`config.mk`:
```
export PLATFORM = sky130hd
export DESIGN_NAME = rpb_front
export DESIGN_NICKNAME = d
export VERILOG_FILES = /design/src/hw/rtl/rpb_pkg.sv /design/src/hw/rtl/rpb_front.sv
export SDC_FILE = /design/constraint.sdc
export NUM_CORES = 2
export LEC_CHECK = 0
export BUFFER_PORTS_ARGS = -buffer_cell sky130_fd_sc_hd__buf_2
export CAP_MARGIN = 15
export CORE_UTILIZATION = 58
export DETAILED_ROUTE_END_ITERATION = 7
export PLACE_DENSITY = 0.79
export SLEW_MARGIN = 20
export SYNTH_ARGS = -nofsm -noshare
export SYNTH_HDL_FRONTEND = slang
export SYNTH_SLANG_ARGS = --single-unit
```
`constraint.sdc`:
```
create_clock -name i_clk -period 7.5 [get_ports i_clk]
set_input_delay 1.875 -clock i_clk [delete_from_list [all_inputs] [get_ports i_clk]]
set_output_delay 1.875 -clock i_clk [all_outputs]
set_load 0.01 [all_outputs]
```
`src/hw/rtl/rpb_pkg.sv`:
```
// ----------------------------------------------------------------------------
// rpb_pkg
// shared types and constants for the rgba pixel blender
// ----------------------------------------------------------------------------
package rpb_pkg;

    localparam logic [7:0] CHAN_MAX = 8'd255;
    localparam int NUM_W = 26;
    localparam int DEN_W = 16;
    // front end two stages, divider nine, result register one
    localparam int LATENCY = 12;

    typedef enum logic [2:0] {
        MODE_ALPHA    = 3'd0,
        MODE_MULT     = 3'd1,
        MODE_SRC_OVER = 3'd2,
        MODE_DJ_OVER  = 3'd3,
        MODE_DJ_UNDER = 3'd4,
        MODE_DJ_DEBUG = 3'd5
    } t_mode;

    // one division job: quotient saturates at 255, override replaces it
    typedef struct packed {
        logic [NUM_W-1:0] num;
        logic [DEN_W-1:0] den;
        logic             ovr;
        logic [7:0]       ovv;
    } t_lane;

endpackage

```
`src/hw/rtl/rpb_front.sv`:
```
// ----------------------------------------------------------------------------
// rpb_front
// two stage front end: products, then numerators and denominators per lane
// ----------------------------------------------------------------------------
module rpb_front (
    input  logic                   i_clk,
    input  logic                   i_en,
    input  logic [2:0]             i_mode,
    input  logic [2:0][7:0]        i_cb,
    input  logic [2:0][7:0]        i_ct,
    input  logic [7:0]             i_ab,
    input  logic [7:0]             i_at,
    output rpb_pkg::t_lane [3:0]   o_lane
);

    rpb_pkg::t_mode              n_mode, r_mode;
    logic [2:0][15:0]            n_x, r_x, n_y, r_y;
    logic [2:0][7:0]             r_cb, r_ct;
    logic [7:0]                  r_ab, r_at;
    logic [15:0]                 n_d0, r_d0, n_d2, r_d2;
    logic [7:0]                  fx, fy;
    rpb_pkg::t_lane [3:0]        n_lane, r_lane;
    logic                        low, both, both_in;
    logic [8:0]                  sum_a;
    logic [23:0]                 yk;

    always_comb begin
        n_mode  = (i_mode > 3'(rpb_pkg::MODE_DJ_DEBUG)) ? rpb_pkg::MODE_ALPHA
                                                        : rpb_pkg::t_mode'(i_mode);
        both_in = (i_ab != 8'd0) && (i_at != 8'd0);
        fx      = i_ab;
        fy      = i_at;
        case (n_mode)
            rpb_pkg::MODE_MULT: begin
                fx = rpb_pkg::CHAN_MAX - i_at;
                fy = i_at;
            end
            rpb_pkg::MODE_DJ_OVER: begin
                fx = rpb_pkg::CHAN_MAX - i_at;
                fy = i_ab;
            end
            rpb_pkg::MODE_DJ_UNDER: begin
                fx = both_in ? i_at : rpb_pkg::CHAN_MAX;
                fy = rpb_pkg::CHAN_MAX - i_ab;
            end
            default: begin
                fx = i_ab;
                fy = i_at;
            end
        endcase
        for (int c = 0; c < 3; c++) begin
            n_x[c] = 16'(i_cb[c]) * 16'(fx);
            n_y[c] = 16'(i_ct[c]) * 16'(fy);
        end
        n_d0 = 16'({i_at, 8'd0} - {8'd0, i_at})
             + 16'(i_ab) * 16'(rpb_pkg::CHAN_MAX - i_at);
        n_d2 = 16'({i_ab, 8'd0} - {8'd0, i_ab})
             + 16'(i_at) * 16'(rpb_pkg::CHAN_MAX - i_ab);
    end

    always_ff @(posedge i_clk) begin
        if (i_en) begin
            r_mode <= n_mode;
            r_x    <= n_x;
            r_y    <= n_y;
            r_cb   <= i_cb;
            r_ct   <= i_ct;
            r_ab   <= i_ab;
            r_at   <= i_at;
            r_d0   <= n_d0;
            r_d2   <= n_d2;
        end
    end

    always_comb begin
        sum_a  = 9'(r_ab) + 9'(r_at);
        low    = sum_a < 9'(rpb_pkg::CHAN_MAX);
        both   = (r_ab != 8'd0) && (r_at != 8'd0);
        n_lane = '0;
        for (int c = 0; c < 3; c++) begin
            yk = 24'(r_y[c]) * 24'(rpb_pkg::CHAN_MAX - r_ab);
            n_lane[c].num = rpb_pkg::NUM_W'(r_x[c]) + rpb_pkg::NUM_W'(r_y[c]);
            n_lane[c].den = 16'(rpb_pkg::CHAN_MAX);
            n_lane[c].ovr = 1'b0;
            n_lane[c].ovv = 8'd0;
            case (r_mode)
                rpb_pkg::MODE_ALPHA, rpb_pkg::MODE_SRC_OVER: begin
                    n_lane[c].num = rpb_pkg::NUM_W'({r_x[c], 8'd0})
                                  - rpb_pkg::NUM_W'(r_x[c]) + rpb_pkg::NUM_W'(yk);
                    n_lane[c].den = (r_mode == rpb_pkg::MODE_ALPHA) ? r_d0 : r_d2;
                    n_lane[c].ovr = (n_lane[c].den == 16'd0);
                end
                rpb_pkg::MODE_DJ_OVER: begin
                    if (!low) begin
                        n_lane[c].num = rpb_pkg::NUM_W'(r_cb[c]) + rpb_pkg::NUM_W'(r_ct[c]);
                        n_lane[c].den = 16'd1;
                    end else if (r_ab == 8'd0) begin
                        // clear base: any nonzero base colour saturates, a zero one passes the top colour
                        n_lane[c].ovr = 1'b1;
                        n_lane[c].ovv = (r_cb[c] != 8'd0) ? rpb_pkg::CHAN_MAX : r_ct[c];
                    end else begin
                        n_lane[c].den = 16'(r_ab);
                    end
                end
                rpb_pkg::MODE_DJ_UNDER: begin
                    n_lane[c].den = both ? 16'(r_at) : 16'(rpb_pkg::CHAN_MAX);
                end
                rpb_pkg::MODE_DJ_DEBUG: begin
                    n_lane[c].ovr = 1'b1;
                    if (c == 0)      n_lane[c].ovv = low ? 8'd0 : rpb_pkg::CHAN_MAX;
                    else if (c == 1) n_lane[c].ovv = low ? rpb_pkg::CHAN_MAX : 8'd0;
                    else             n_lane[c].ovv = 8'd0;
                end
                default: begin
                    n_lane[c].den = 16'(rpb_pkg::CHAN_MAX);
                end
            endcase
        end
        // alpha lane
        n_lane[3].ovr = 1'b0;
        n_lane[3].ovv = 8'd0;
        if (r_mode == rpb_pkg::MODE_ALPHA || r_mode == rpb_pkg::MODE_SRC_OVER) begin
            n_lane[3].num = rpb_pkg::NUM_W'(r_d2);
            n_lane[3].den = 16'(rpb_pkg::CHAN_MAX);
        end else begin
            n_lane[3].num = rpb_pkg::NUM_W'(sum_a);
            n_lane[3].den = 16'd1;
        end
    end

    always_ff @(posedge i_clk) begin
        if (i_en) begin
            r_lane <= n_lane;
        end
    end

    assign o_lane = r_lane;

endmodule

```
==> results_dict.tcl <==
set metrics [dict create \
    drive_above_1_share_pct 10.3 \
    drtPass1Iterations 8 \
    synth_warnings 0 \
    synth_seq_cells 330 \
    fmax_mhz 139 \
    grt_use_met2_pct 52.2 \
    ff2ff_setup_slack_ns 0.29 \
    viasPerCell 5.76 \
    antenna_found_initial 34 \
    worstPathRequired_ns 7.82 \
    core_sq_um 88600 \
    post-route-period-util_pct 96.2 \
    initial_utilization_pct 58.7 \
    drc_errors 28 \
    dp.cells 6978 \
    yosys-top-cells-count "878 x inv_1, 729 x ha_1, 585 x fa_1" \
    fin_crit_ns 7.21 \
    critical_path_class "reg -> reg" \
    synth_area_per_cell_sq_um 9.39 \
    row_count 109 \
    end_kind "flop" \
    synth_top_area_share_pct 22.5 \
    avgRoutedWirePerCell_microns 20.1 \
    clk_pin_slew_ns 0.06 \
    use_met1_pct 39.8 \
    gp_congestion 0.960 \
    drv_slew 0 \
    first_iter_violations 3103 \
    crit_fanout 27 \
    max-clock-path-buffers 3 \
    place_hpwl_mm 115 \
    grt_pass1_vias 41100 \
    syn_area_sq_um 52000 \
    synth_seq_area_share_pct 19.0 \
    vias 40800 \
    finalSetupViolCount 0 \
    clk-insertion-delay-late_ns 0.64 \
    die-area_sq_um 90900 \
    synth_most_common_cell "inv_1" \
    worst_pin_slew_ns 1.16 \
    status "finished with violations" \
    crit_path_max_incr_delay_ns 0.50 \
    fp.dieW_microns 302 \
    synthCells 5543 \
    synth.area.top_cells "fa_1 23%, edfxtp_1 19%, ha_1 18%" \
    overflow 0 \
    htreeDepth 2 \
    slowest_stage "fa_1" \
    num_io_pins 273 \
    cts_tree "yes" \
    violations "design-rule violations" \
    cp.arrival_ns 7.53 \
    maxCapViolations 0 \
    die_h_microns 302 \
    drt.antenna.violating_nets 0 \
    syn_to_final_growth_pct 10.2 \
    grt_max_degree 108 \
    final_cells 7084 \
    grt_use_total_pct 31.5 \
    multi_input_area_sq_um 38000 \
    yosys.area.top_type "fa_1" \
    finClkSkew_ns 0.0337 \
    synthFlopType "edfxtp_1" \
    cts_made_buffers 42 \
    slew_headroom_pct 22.9 \
    grt_pass1_wl_mm 222 \
    port_buffers 244 \
    routed_wl_mm 143 \
    hp-class "reg -> reg" \
    top_usage_layer "met2" \
    ys_types 81 \
    path_common_cell "buf_4" \
    nets 7245 \
    register_area_sq_um 9910 \
    synth_edf_count 330 \
    hold_viol 0 \
    grtUsageMet3_pct 5.62 \
    root_buffer "clkbuf_16" \
    startpoint_type "flop" \
    clock_sinks 330 \
    n_fill_cell 7169 \
    async_flop_share_pct 0 \
]
cell usage in the layout, fill, tap and decap left out, types with 15 or more instances in the layout:
| master | Yosys | final |
|---|---|---|
| a211oi_1 | 21 | 21 |
| a21o_1 | 91 | 91 |
| a21oi_1 | 191 | 187 |
| a22oi_1 | 23 | 23 |
| a31oi_1 | 25 | 25 |
| and2_1 | 229 | 229 |
| and3_1 | 17 | 17 |
| buf_2 | 11 | 243 |
| buf_4 | 68 | 205 |
| clkbuf_16 | 0 | 42 |
| conb_1 | 2 | 30 |
| diode_2 | 0 | 23 |
| edfxtp_1 | 330 | 330 |
| fa_1 | 585 | 585 |
| ha_1 | 729 | 727 |
| inv_1 | 878 | 876 |
| mux2i_1 | 15 | 15 |
| nand2_1 | 386 | 386 |
| nand2b_1 | 213 | 213 |
| nand3_1 | 56 | 56 |
| nor2_1 | 286 | 286 |
| nor2b_1 | 302 | 296 |
| nor3_1 | 67 | 67 |
| nor4_1 | 23 | 23 |
| o21a_1 | 37 | 37 |
| o21ai_0 | 180 | 171 |
| o21bai_1 | 37 | 37 |
| o22ai_1 | 21 | 21 |
| or2_2 | 16 | 15 |
| or3_1 | 21 | 21 |
| xnor2_1 | 231 | 230 |
| xor2_1 | 98 | 97 |
layout make-up:
type,count,area share [%]
Inverter,883,5.78
Timing Repair Buffer,463,5.29
Tap cell,1165,2.54
Multi-Input combinational cell,4142,66.3
Antenna cell,23,0.100
Clock inverter,31,0.875
Sequential cell,330,17.3
Clock buffer,47,1.87
flip-flops by register name, indices dropped and copies added, names as in the netlist:
name    flops
o_lane    136
r_ab        8
r_at        8
r_cb       24
r_ct       24
r_d0       16
r_d2       15
r_mode      3
r_x        48
r_y        48
worst max-delay path: cells and delay by family (launching register included):
kind | cells | cell delay [ns]
compound gates | 11 | 2.24
simple gates | 2 | 0.22
fa+ha+maj | 6 | 2.57
xor+xnor | 2 | 0.39
buf+inv | 7 | 1.02
flops | 1 | 0.45
cells by family (layout without fill, tap and decap cells):
family          count (synthesis)  in the layout  share of synthesized area [%]
buf+inv                      1099           1424                           8.44
xor+xnor                      329            329                           5.54
fa+ha+maj                    1314           1314                           40.0
other cells                     2             53                         0.0144
simple gates                 1656           1656                           16.5
compound gates                798            798                           10.1
flops                         330            330                           19.0
mux                            15             15                          0.289
metrics by stage:
stage	hold WS (ns)	setup TNS (ns)	cell area (sq um)	worst slack [ns]	util [%]
global route	0.630	-0.0516	57300	-0.0199	64.7
detailed placement	0.575	-0.227	55600	-0.125	62.7
floorplan	0.525	0	52200	0.0236	-
global placement	0.568	0	55600	0.0892	62.7
CTS	0.593	0	57100	0.108	64.5
finish	0.589	0	57300	0.288	64.7
metal layers:
layer,up-vias,wire [microns]
li1,18800,-
met3,393,11700
met2,1655,67700
met1,20000,56000
met5,-,67
met4,12,7200
final timing paths:
check,start,end,cells after the start
worst min register to register,r_d2[11],o_lane[189],1
worst max register to register,r_ab[4],o_lane[151],28
worst min-delay path,r_d2[11],o_lane[189],1
worst max-delay path,r_ab[4],o_lane[151],28
repair_timing:
item | in CTS | in global routing
endpoints found under the hold margin | 0 | 0
hold buffers | 0 | 0
endpoints found under the setup margin | 0 | 15
setup buffers | 0 | 5
gates resized for setup | 0 | 25
Power is not shown: default switching activity piles up to over one toggle a cycle in this logic, so the estimate is an artifact.
