===== src/hw/rtl/rpb_pkg.sv =====
// ----------------------------------------------------------------------------
// rpb_pkg
// shared types and constants for the rgba pixel blender
// ----------------------------------------------------------------------------
package rpb_pkg;

    localparam logic [7:0] CHAN_MAX = 8'd255;
    localparam int NUM_W = 26;
    localparam int DEN_W = 16;
    // front end two stages, divider nine, result register one
    localparam int LATENCY = 12;

    typedef enum logic [2:0] {
        MODE_ALPHA    = 3'd0,
        MODE_MULT     = 3'd1,
        MODE_SRC_OVER = 3'd2,
        MODE_DJ_OVER  = 3'd3,
        MODE_DJ_UNDER = 3'd4,
        MODE_DJ_DEBUG = 3'd5
    } t_mode;

    // one division job: quotient saturates at 255, override replaces it
    typedef struct packed {
        logic [NUM_W-1:0] num;
        logic [DEN_W-1:0] den;
        logic             ovr;
        logic [7:0]       ovv;
    } t_lane;

endpackage


===== src/hw/rtl/rpb_div.sv =====
// ----------------------------------------------------------------------------
// rpb_div
// pipelined restoring divider, one quotient bit per stage, saturating at 255
// ----------------------------------------------------------------------------
module rpb_div (
    input  logic            i_clk,
    input  logic            i_en,
    input  rpb_pkg::t_lane  i_lane,
    output logic [7:0]      o_q
);

    localparam int STEPS = 8;

    logic [rpb_pkg::NUM_W-1:0] r_rem [0:STEPS];
    logic [rpb_pkg::DEN_W-1:0] r_den [0:STEPS];
    logic [7:0]                r_q   [0:STEPS];
    logic                      r_sat [0:STEPS];
    logic                      r_ovr [0:STEPS];
    logic [7:0]                r_ovv [0:STEPS];
    logic [7:0]                r_res;

    // first stage only decides whether the quotient reaches 256
    always_ff @(posedge i_clk) begin
        if (i_en) begin
            r_rem[0] <= i_lane.num;
            r_den[0] <= i_lane.den;
            r_q[0]   <= 8'd0;
            r_sat[0] <= i_lane.num >= {2'b00, i_lane.den, 8'd0};
            r_ovr[0] <= i_lane.ovr;
            r_ovv[0] <= i_lane.ovv;
        end
    end

    for (genvar j = 1; j <= STEPS; j++) begin : g_step
        localparam int K = STEPS - j;
        logic [rpb_pkg::NUM_W-1:0] dsh;
        logic                      take;
        assign dsh  = rpb_pkg::NUM_W'(r_den[j-1]) << K;
        assign take = r_rem[j-1] >= dsh;
        always_ff @(posedge i_clk) begin
            if (i_en) begin
                r_rem[j] <= take ? r_rem[j-1] - dsh : r_rem[j-1];
                r_q[j]   <= r_q[j-1] | (take ? (8'd1 << K) : 8'd0);
                r_den[j] <= r_den[j-1];
                r_sat[j] <= r_sat[j-1];
                r_ovr[j] <= r_ovr[j-1];
                r_ovv[j] <= r_ovv[j-1];
            end
        end
    end

    always_ff @(posedge i_clk) begin
        if (i_en) begin
            r_res <= r_ovr[STEPS] ? r_ovv[STEPS]
                   : (r_sat[STEPS] ? rpb_pkg::CHAN_MAX : r_q[STEPS]);
        end
    end

    assign o_q = r_res;

endmodule


===== config.mk =====
export PLATFORM = sky130hd
export DESIGN_NAME = rpb_div
export DESIGN_NICKNAME = d
export VERILOG_FILES = /design/src/hw/rtl/rpb_pkg.sv /design/src/hw/rtl/rpb_div.sv
export SDC_FILE = /design/constraint.sdc
export NUM_CORES = 1
export LEC_CHECK = 0
export ABC_AREA = 1
export BUFFER_PORTS_ARGS = -buffer_cell sky130_fd_sc_hd__buf_4
export CAP_MARGIN = 40
export CORE_UTILIZATION = 64
export CTS_CLUSTER_DIAMETER = 200
export DETAILED_ROUTE_END_ITERATION = 7
export PLACE_DENSITY_LB_ADDON = 0.3
export SLEW_MARGIN = 20
export SYNTH_ARGS = -nofsm -noshare
export SYNTH_HDL_FRONTEND = slang
export SYNTH_SLANG_ARGS = --single-unit

===== constraint.sdc =====
create_clock -name i_clk -period 2.6 [get_ports i_clk]
set_input_delay 0.13 -clock i_clk [delete_from_list [all_inputs] [get_ports i_clk]]
set_output_delay 0.13 -clock i_clk [all_outputs]
set_load 0.02 [all_outputs]

==> out/qor.yml, run 1 <==
routed_wirelength_um: 74100
yosys.area.top_type_share_pct: 51.9
ys_top_cells_by_count: "nand2_1 (1135), inv_1 (546), edfxtp_1 (470)"
worstPathArrival_ns: 3.01
synth_top_cell_by_area: "edfxtp_1"
synth.area.top_cells: "edfxtp_1 (52%), nand2_1 (16%), inv_1 (7.5%), ha_1 (6.6%), nor2_1 (3.3%)"
setup_viol: 0
yosys_warnings: 0
track_usage_pct: 34.3
end_kind: "flop"
drc: 0
crit_type: "flop to flop"
worst_path_most_repeated_cell: "inv_1"
synthArstFlopShare_pct: 0
drtIter0Drc: 2458
ys_ff_latch: 470
hold_viol: 0
synth_edf_count: 470
crit_family: "simple AND/OR/NAND/NOR gates"
crit_slowest_cell: "fa_2"
start_util_pct: 64.9
io_buffers: 60
cts_max_level: 2
vdd.ir_drop.worst_uv: 840
max_clock_freq_mhz: 392
grt_max_degree: 69
dieArea_um2: 43300
drt-pass1-iter-count: 8
relSlewSlack_pct: 49.4
worst_skew_pair.late_latency_ns: 0.61
die_x_um: 208
tns_ns: 0
cp.depth: 14
pin_count: 61
fin_crit_ns: 2.55
fp.coreArea_um2: 41900
skew_ns: 0.0197
wire_per_inst_um: 19.0
grt_pass1_wl_um: 114000
hp-class: "input port to flop"
report.power.total_mw: 27.9
root_buffer: "clkbuf_16"
outcome: "completed"
min_path_cells: 1
hpwlAfterDp_um: 55200
fp.dieH_um: 208
clock-sinks: 470
ant_nets: 0
start_kind: "flop"
rows: 75
reg2reg_depth: 14
fillCellCount: 3040
slowest_delay_ns: 0.45
power_density_nw_per_um2: 911
routabilityCongestion: 0.982
synth_cells: 3157
num-nets-final: 3531
yosys_most_used_dff: "edfxtp_1"
maxCapViolations: 0
min_period_over_period_pct: 98.0
vias: 21700
synthMostInstantiatedCell: "nand2_1"
hold_ws_ns: 0.0286
clk_pin_slew_ns: 0.06
cp_max_fo: 19
vias_per_cell: 5.55
placed_cell_area_um2: 28400
numCtsBuffers: 48
tightest_slew_ns: 0.752
synthesis.area_um2: 27200
syn_to_final_growth_pct: 12.6
cts_buffer_depth: 3
overflow: 0
avgSynthCellArea_um2: 8.62
finish.instance_area_um2: 30600
drive_gt1_share_pct: 9.33
critPathBufInv: 4
crit_chain: "inv_1 -> ha_2 -> inv_1 -> fa_2 -> nand3_1 -> nand3_4 -> nand3_1 -> nand3_2 -> nand2_4 -> inv_1 -> nor2_4 -> buf_12 -> nand2_1 -> nand2_1"
ys_seq_area_share_pct: 51.9
drv_slew: 0
antenna_found_initial: 2
cts_tree: "built"
grt_pass1_vias: 21200
synth_nets: 3361
synth.distinct_cells: 48
leakagePower_nw: 14.5
cp.required_ns: 3.06
-- per-stage QoR --
stage | util (%) | setup WS, ns | instances
6_report | 73.0 | 0.0511 | 3906
5_1_grt | 73.0 | -0.0215 | 3906
4_1_cts | 72.8 | 0.0378 | 3898
3_5_place_dp | 67.7 | -0.0796 | 3759
3_3_place_gp | 67.7 | 0.0453 | 3759
2_1_floorplan | - | 0.450 | 3157
-- kinds of logic (layout without fill, tap and decap cells) --
group / count (synthesis) / in the layout / synth area share (%)
XOR/XNOR: 60 / 60 / 1.93
other: 0 / 2 / 0
flip-flops: 470 / 470 / 51.9
AO/OA/AOI/OAI: 166 / 166 / 3.53
buffers and inverters: 590 / 797 / 8.74
adder cells (fa/ha/maj): 151 / 151 / 7.14
AND/OR/NAND/NOR: 1720 / 1721 / 26.8
-- placed cells by master (no fill, tap or decap), types with 5 or more instances in the layout --
cell,count
inv_1,546
o21ai_1,13
nand2_1,1134
fa_1,5
and2_1,5
nand3_2,10
nand2_4,10
buf_4,83
ha_1,143
clkinv_1,6
a21oi_1,92
xor2_1,48
nor4_1,6
nand2_2,47
nor2_4,7
buf_12,10
nand3b_1,21
inv_2,16
clkbuf_16,48
nor3_1,22
dlygate4sd3_1,51
nand3_1,163
clkinv_2,11
a21oi_2,17
nand4_1,31
o21ai_0,30
clkinvlp_4,5
bufinv_16,5
nor2_1,238
nor2_2,14
edfxtp_1,470
xnor2_1,12
-- worst paths after layout --
path / from / end / slack, ns
setup / recovery: r_rem[0][32] / r_rem[0][73] / 0.05
hold / removal: i_en / r_den[0][14] / 0.03
setup reg to reg: r_rem[0][32] / r_rem[0][73] / 0.05
hold reg to reg: r_ovv[0][63] / r_ovv[0][71] / 0.41
-- state kept, by name, indices dropped and copies added (netlist names) --
| name | count |
|---|---|
| r_ovr | 9 |
| r_sat | 9 |
| o_q | 8 |
| r_q | 36 |
| r_den | 128 |
| r_ovv | 72 |
| r_rem | 208 |
-- power by group --
group	leakage, nW	internal (mW)	switching [mW]	total [mW]
combinational	9.13	3.30	6.61	9.91
sequential	4.56	9.94	0.943	10.9
clock	0.779	3.96	3.15	7.11
total	14.5	17.2	10.7	27.9
-- repair_timing --
action / 4_1_cts / 5_1_grt
gates resized for setup: 2 / 8
hold buffers: 51 / 0
setup buffers: 0 / 5
gates cloned: 0 / 1
endpoints found under the setup margin: 18 / 47
pin swaps: 0 / 3
endpoints found under the hold margin: 52 / 0
-- layout make-up --
cell class	count	area [µm²]	area share, %
diodes	2	5.00	0.0163
flip-flops and latches	470	14100	46.1
multi-input cells	2098	10800	35.1
inverters	564	2120	6.93
well taps	539	674	2.20
repair buffers	145	1350	4.40
clock buffers	52	1220	3.97
clock inverters	36	390	1.27
-- layer usage --
metal / track usage [%] / part of all wire, % / vias up
met1: 43.2 / 39 / 9990
met5: 0 / 0 / -
met2: 58.9 / 49 / 997
met4: 17.2 / 5.0 / 0
li1: - / - / 10500
met3: 3.71 / 6.5 / 236
(Power assumes the default switching activity.)
==> inputs of run 2 (changes only) <==
--- a/config.mk
+++ b/config.mk
@@ -11,6 +11,7 @@
 export CORE_UTILIZATION = 64
 export CTS_CLUSTER_DIAMETER = 200
 export DETAILED_ROUTE_END_ITERATION = 7
+export GPL_TIMING_DRIVEN = 0
 export PLACE_DENSITY_LB_ADDON = 0.3
 export SLEW_MARGIN = 20
 export SYNTH_ARGS = -nofsm -noshare
==> constraint.sdc (replaced) <==
create_clock -name i_clk -period 2.73 [get_ports i_clk]
set_input_delay 0.1365 -clock i_clk [delete_from_list [all_inputs] [get_ports i_clk]]
set_output_delay 0.1365 -clock i_clk [all_outputs]
set_load 0.02 [all_outputs]
==> run 2 against run 1 <==
Effect of this change: cell count about the same; sequential share of layout area rose by 0.14 points; non-clock buffer count did not move; count of clock-buffer cells in the layout grew 4; fmax fell by 4.1%; routed wire length shrank 3.2%; first-iteration DRC count is 11% lower.
==> out/qor.yml, run 2 (synthesis gave the netlist of run 1 again) <==
final_common_cell: "nand2_1"
cts_buffer_depth: 3  # unchanged
hpwlAfterDp_um: 53800  # -2.5%
drive_gt1_share_pct: 9.16  # -0.18 points
rsz0062_at_grt: "true"
overflow: 0  # unchanged
r2r_start: "r_den[0][48]"
vias: 21400  # -1.1%
grt_pass1_vias: 20500  # -3.5%
outcome: "completed"
clk_pin_slew_ns: 0.06  # about the same
fp.coreArea_um2: 41900  # unchanged
final_cell_mix: "nand2_1 (1133), inv_1 (546), edfxtp_1 (470)"
hold_ws_ns: 0.259  # +0.230 ns
skew_ns: 0.0296  # +0.00990 ns
io_buffers: 60  # unchanged
drv_slew: 0  # unchanged
root_buffer: "clkbuf_16"
rows: 75  # unchanged
cp.required_ns: 3.05  # about the same
wire_per_inst_um: 18.4  # -3.1%
setup_viol: 0  # unchanged
vias_per_cell: 5.49  # -1.0%
tightest_slew_ns: 0.836  # +0.0838 ns
worst_slack_ns: 0.0723  # +0.0212 ns
fillCellCount: 3086  # +1.5%
numCtsBuffers: 48  # unchanged
reg.largest.list: "r_rem (208), r_den (128), r_ovv (72)"
largest_reg_flops: 208  # unchanged
regArea_um2: 14100  # unchanged
routed_wirelength_um: 71700  # -3.2%
worstSetupStartpoint: "r_den[0][48]"
fin_crit_ns: 2.66  # +0.109 ns
start_util_pct: 64.9  # unchanged
grt_pass1_wl_um: 111000  # -2.6%
diodes: 0  # -2
cts_max_level: 2  # unchanged
multi_input_area_um2: 10700  # -0.33%
worstPathArrival_ns: 2.98  # -0.03 ns
die_x_um: 208  # unchanged
maxCapViolations: 0  # unchanged
syn_to_final_growth_pct: 12.3
antenna_found_initial: 1  # -1
max_clock_freq_mhz: 376  # -4.1%
pin_count: 61  # unchanged
crit_type: "flop to flop"
endpoint: "r_rem[0][108]"
final_util_pct: 72.8  # -0.21 points
routabilityCongestion: 0.976  # -0.70%
cts_tree: "built"
reg2reg_depth: 11  # -3
pre_cts_slack_ns: -0.0705  # +0.00909 ns
fp.dieH_um: 208  # unchanged
clock-sinks: 470  # unchanged
drt-pass1-iter-count: 6  # -2
power_density_nw_per_um2: 853  # -6.3%
vdd.ir_drop.worst_uv: 714  # -15%
regMostFlops: "r_rem"
hp-class: "input port to flop"
drtIter0Drc: 2189  # -11%
hold_viol: 0  # unchanged
num-nets-final: 3530  # -0.028%
drc: 0  # unchanged
dieArea_um2: 43300  # unchanged
rr_endpoint: "r_rem[0][108]"
cp_max_fo: 10  # -9
leakagePower_nw: 14.4  # -0.30%
grt_max_degree: 117  # +70%
relSlewSlack_pct: 43.8  # -5.6 points
min_period_over_period_pct: 97.4  # -0.68 points
end_kind: "flop"
ant_nets: 0  # unchanged
start_kind: "flop"
rrSetupSlack_ns: 0.07  # +0.02 ns
worst_skew_pair.late_latency_ns: 0.61  # about the same
track_usage_pct: 33.4  # -0.84 points
[run 2: layer usage]
metal	global-route usage, %	part of all wire [%]	wire length (µm)
met5	0	0.018	13
met4	14.3	4.4	3130
met3	4.03	7.1	5070
met2	56.5	48	34400
met1	43.7	41	29100
[run 2: metrics by stage]
| stage | instances | setup TNS (ns) | area (µm²) | power [mW] |
|---|---|---|---|---|
| global placement | 3756 | -876.92 | 28300 | 19.3 |
| CTS | 3901 | 0 | 30500 | 25.9 |
| floorplan | 3157 | 0 | 27200 | 16.6 |
| global route | 3903 | -0.0312 | 30500 | 27.6 |
| detailed placement | 3760 | -0.176 | 28400 | 19.4 |
| finish | 3903 | 0 | 30500 | 26.1 |
[run 2: worst min-delay path by stage]
stage | from | to | slack [ns] | depth (start not counted)
detailed placement | i_lane[7] | r_ovv[0][7] | 0.32 | 1
finish | i_lane[0] | r_ovv[0][0] | 0.26 | 2
global placement | i_lane[7] | r_ovv[0][7] | 0.31 | 1
floorplan | i_lane[9] | r_den[0][0] | 0.24 | 0
CTS | i_lane[4] | r_ovv[0][4] | 0.24 | 2
global route | i_lane[8] | r_ovr[0][0] | 0.27 | 2
[run 2: layout make-up]
class	count	area share, %
multi-input combinational	2097	35.1
sequential	470	46.2
clock inverter	32	1.01
clock buffer	56	4.03
timing repair buffer	119	3.64
buffer	26	0.836
tap	539	2.21
inverter	564	6.95
[run 2: power by group]
group / total, mW / internal [mW] / switching, mW
combinational: 9.35 / 3.11 / 6.25
sequential: 10.3 / 9.47 / 0.820
clock: 6.43 / 3.57 / 2.86
[run 2: what timing repair did]
item	in CTS	in global routing
setup endpoints to repair	15	26
setup buffers	1	2
resized for setup	3	4
hold buffers	52	0
pin swaps	1	1
endpoints found under the hold margin	66	0
[run 2: critical path, cell delays in order, from the launching register on]
cell and delay (ns):
edfxtp_1 0.45, ha_1 0.18, inv_1 0.09, fa_1 0.46, nand2_1 0.12, nand3_2 0.08
nand2_1 0.13, nand2_2 0.10, nand2_1 0.08, nand2_2 0.07, buf_6 0.15, o21ai_0 0.47
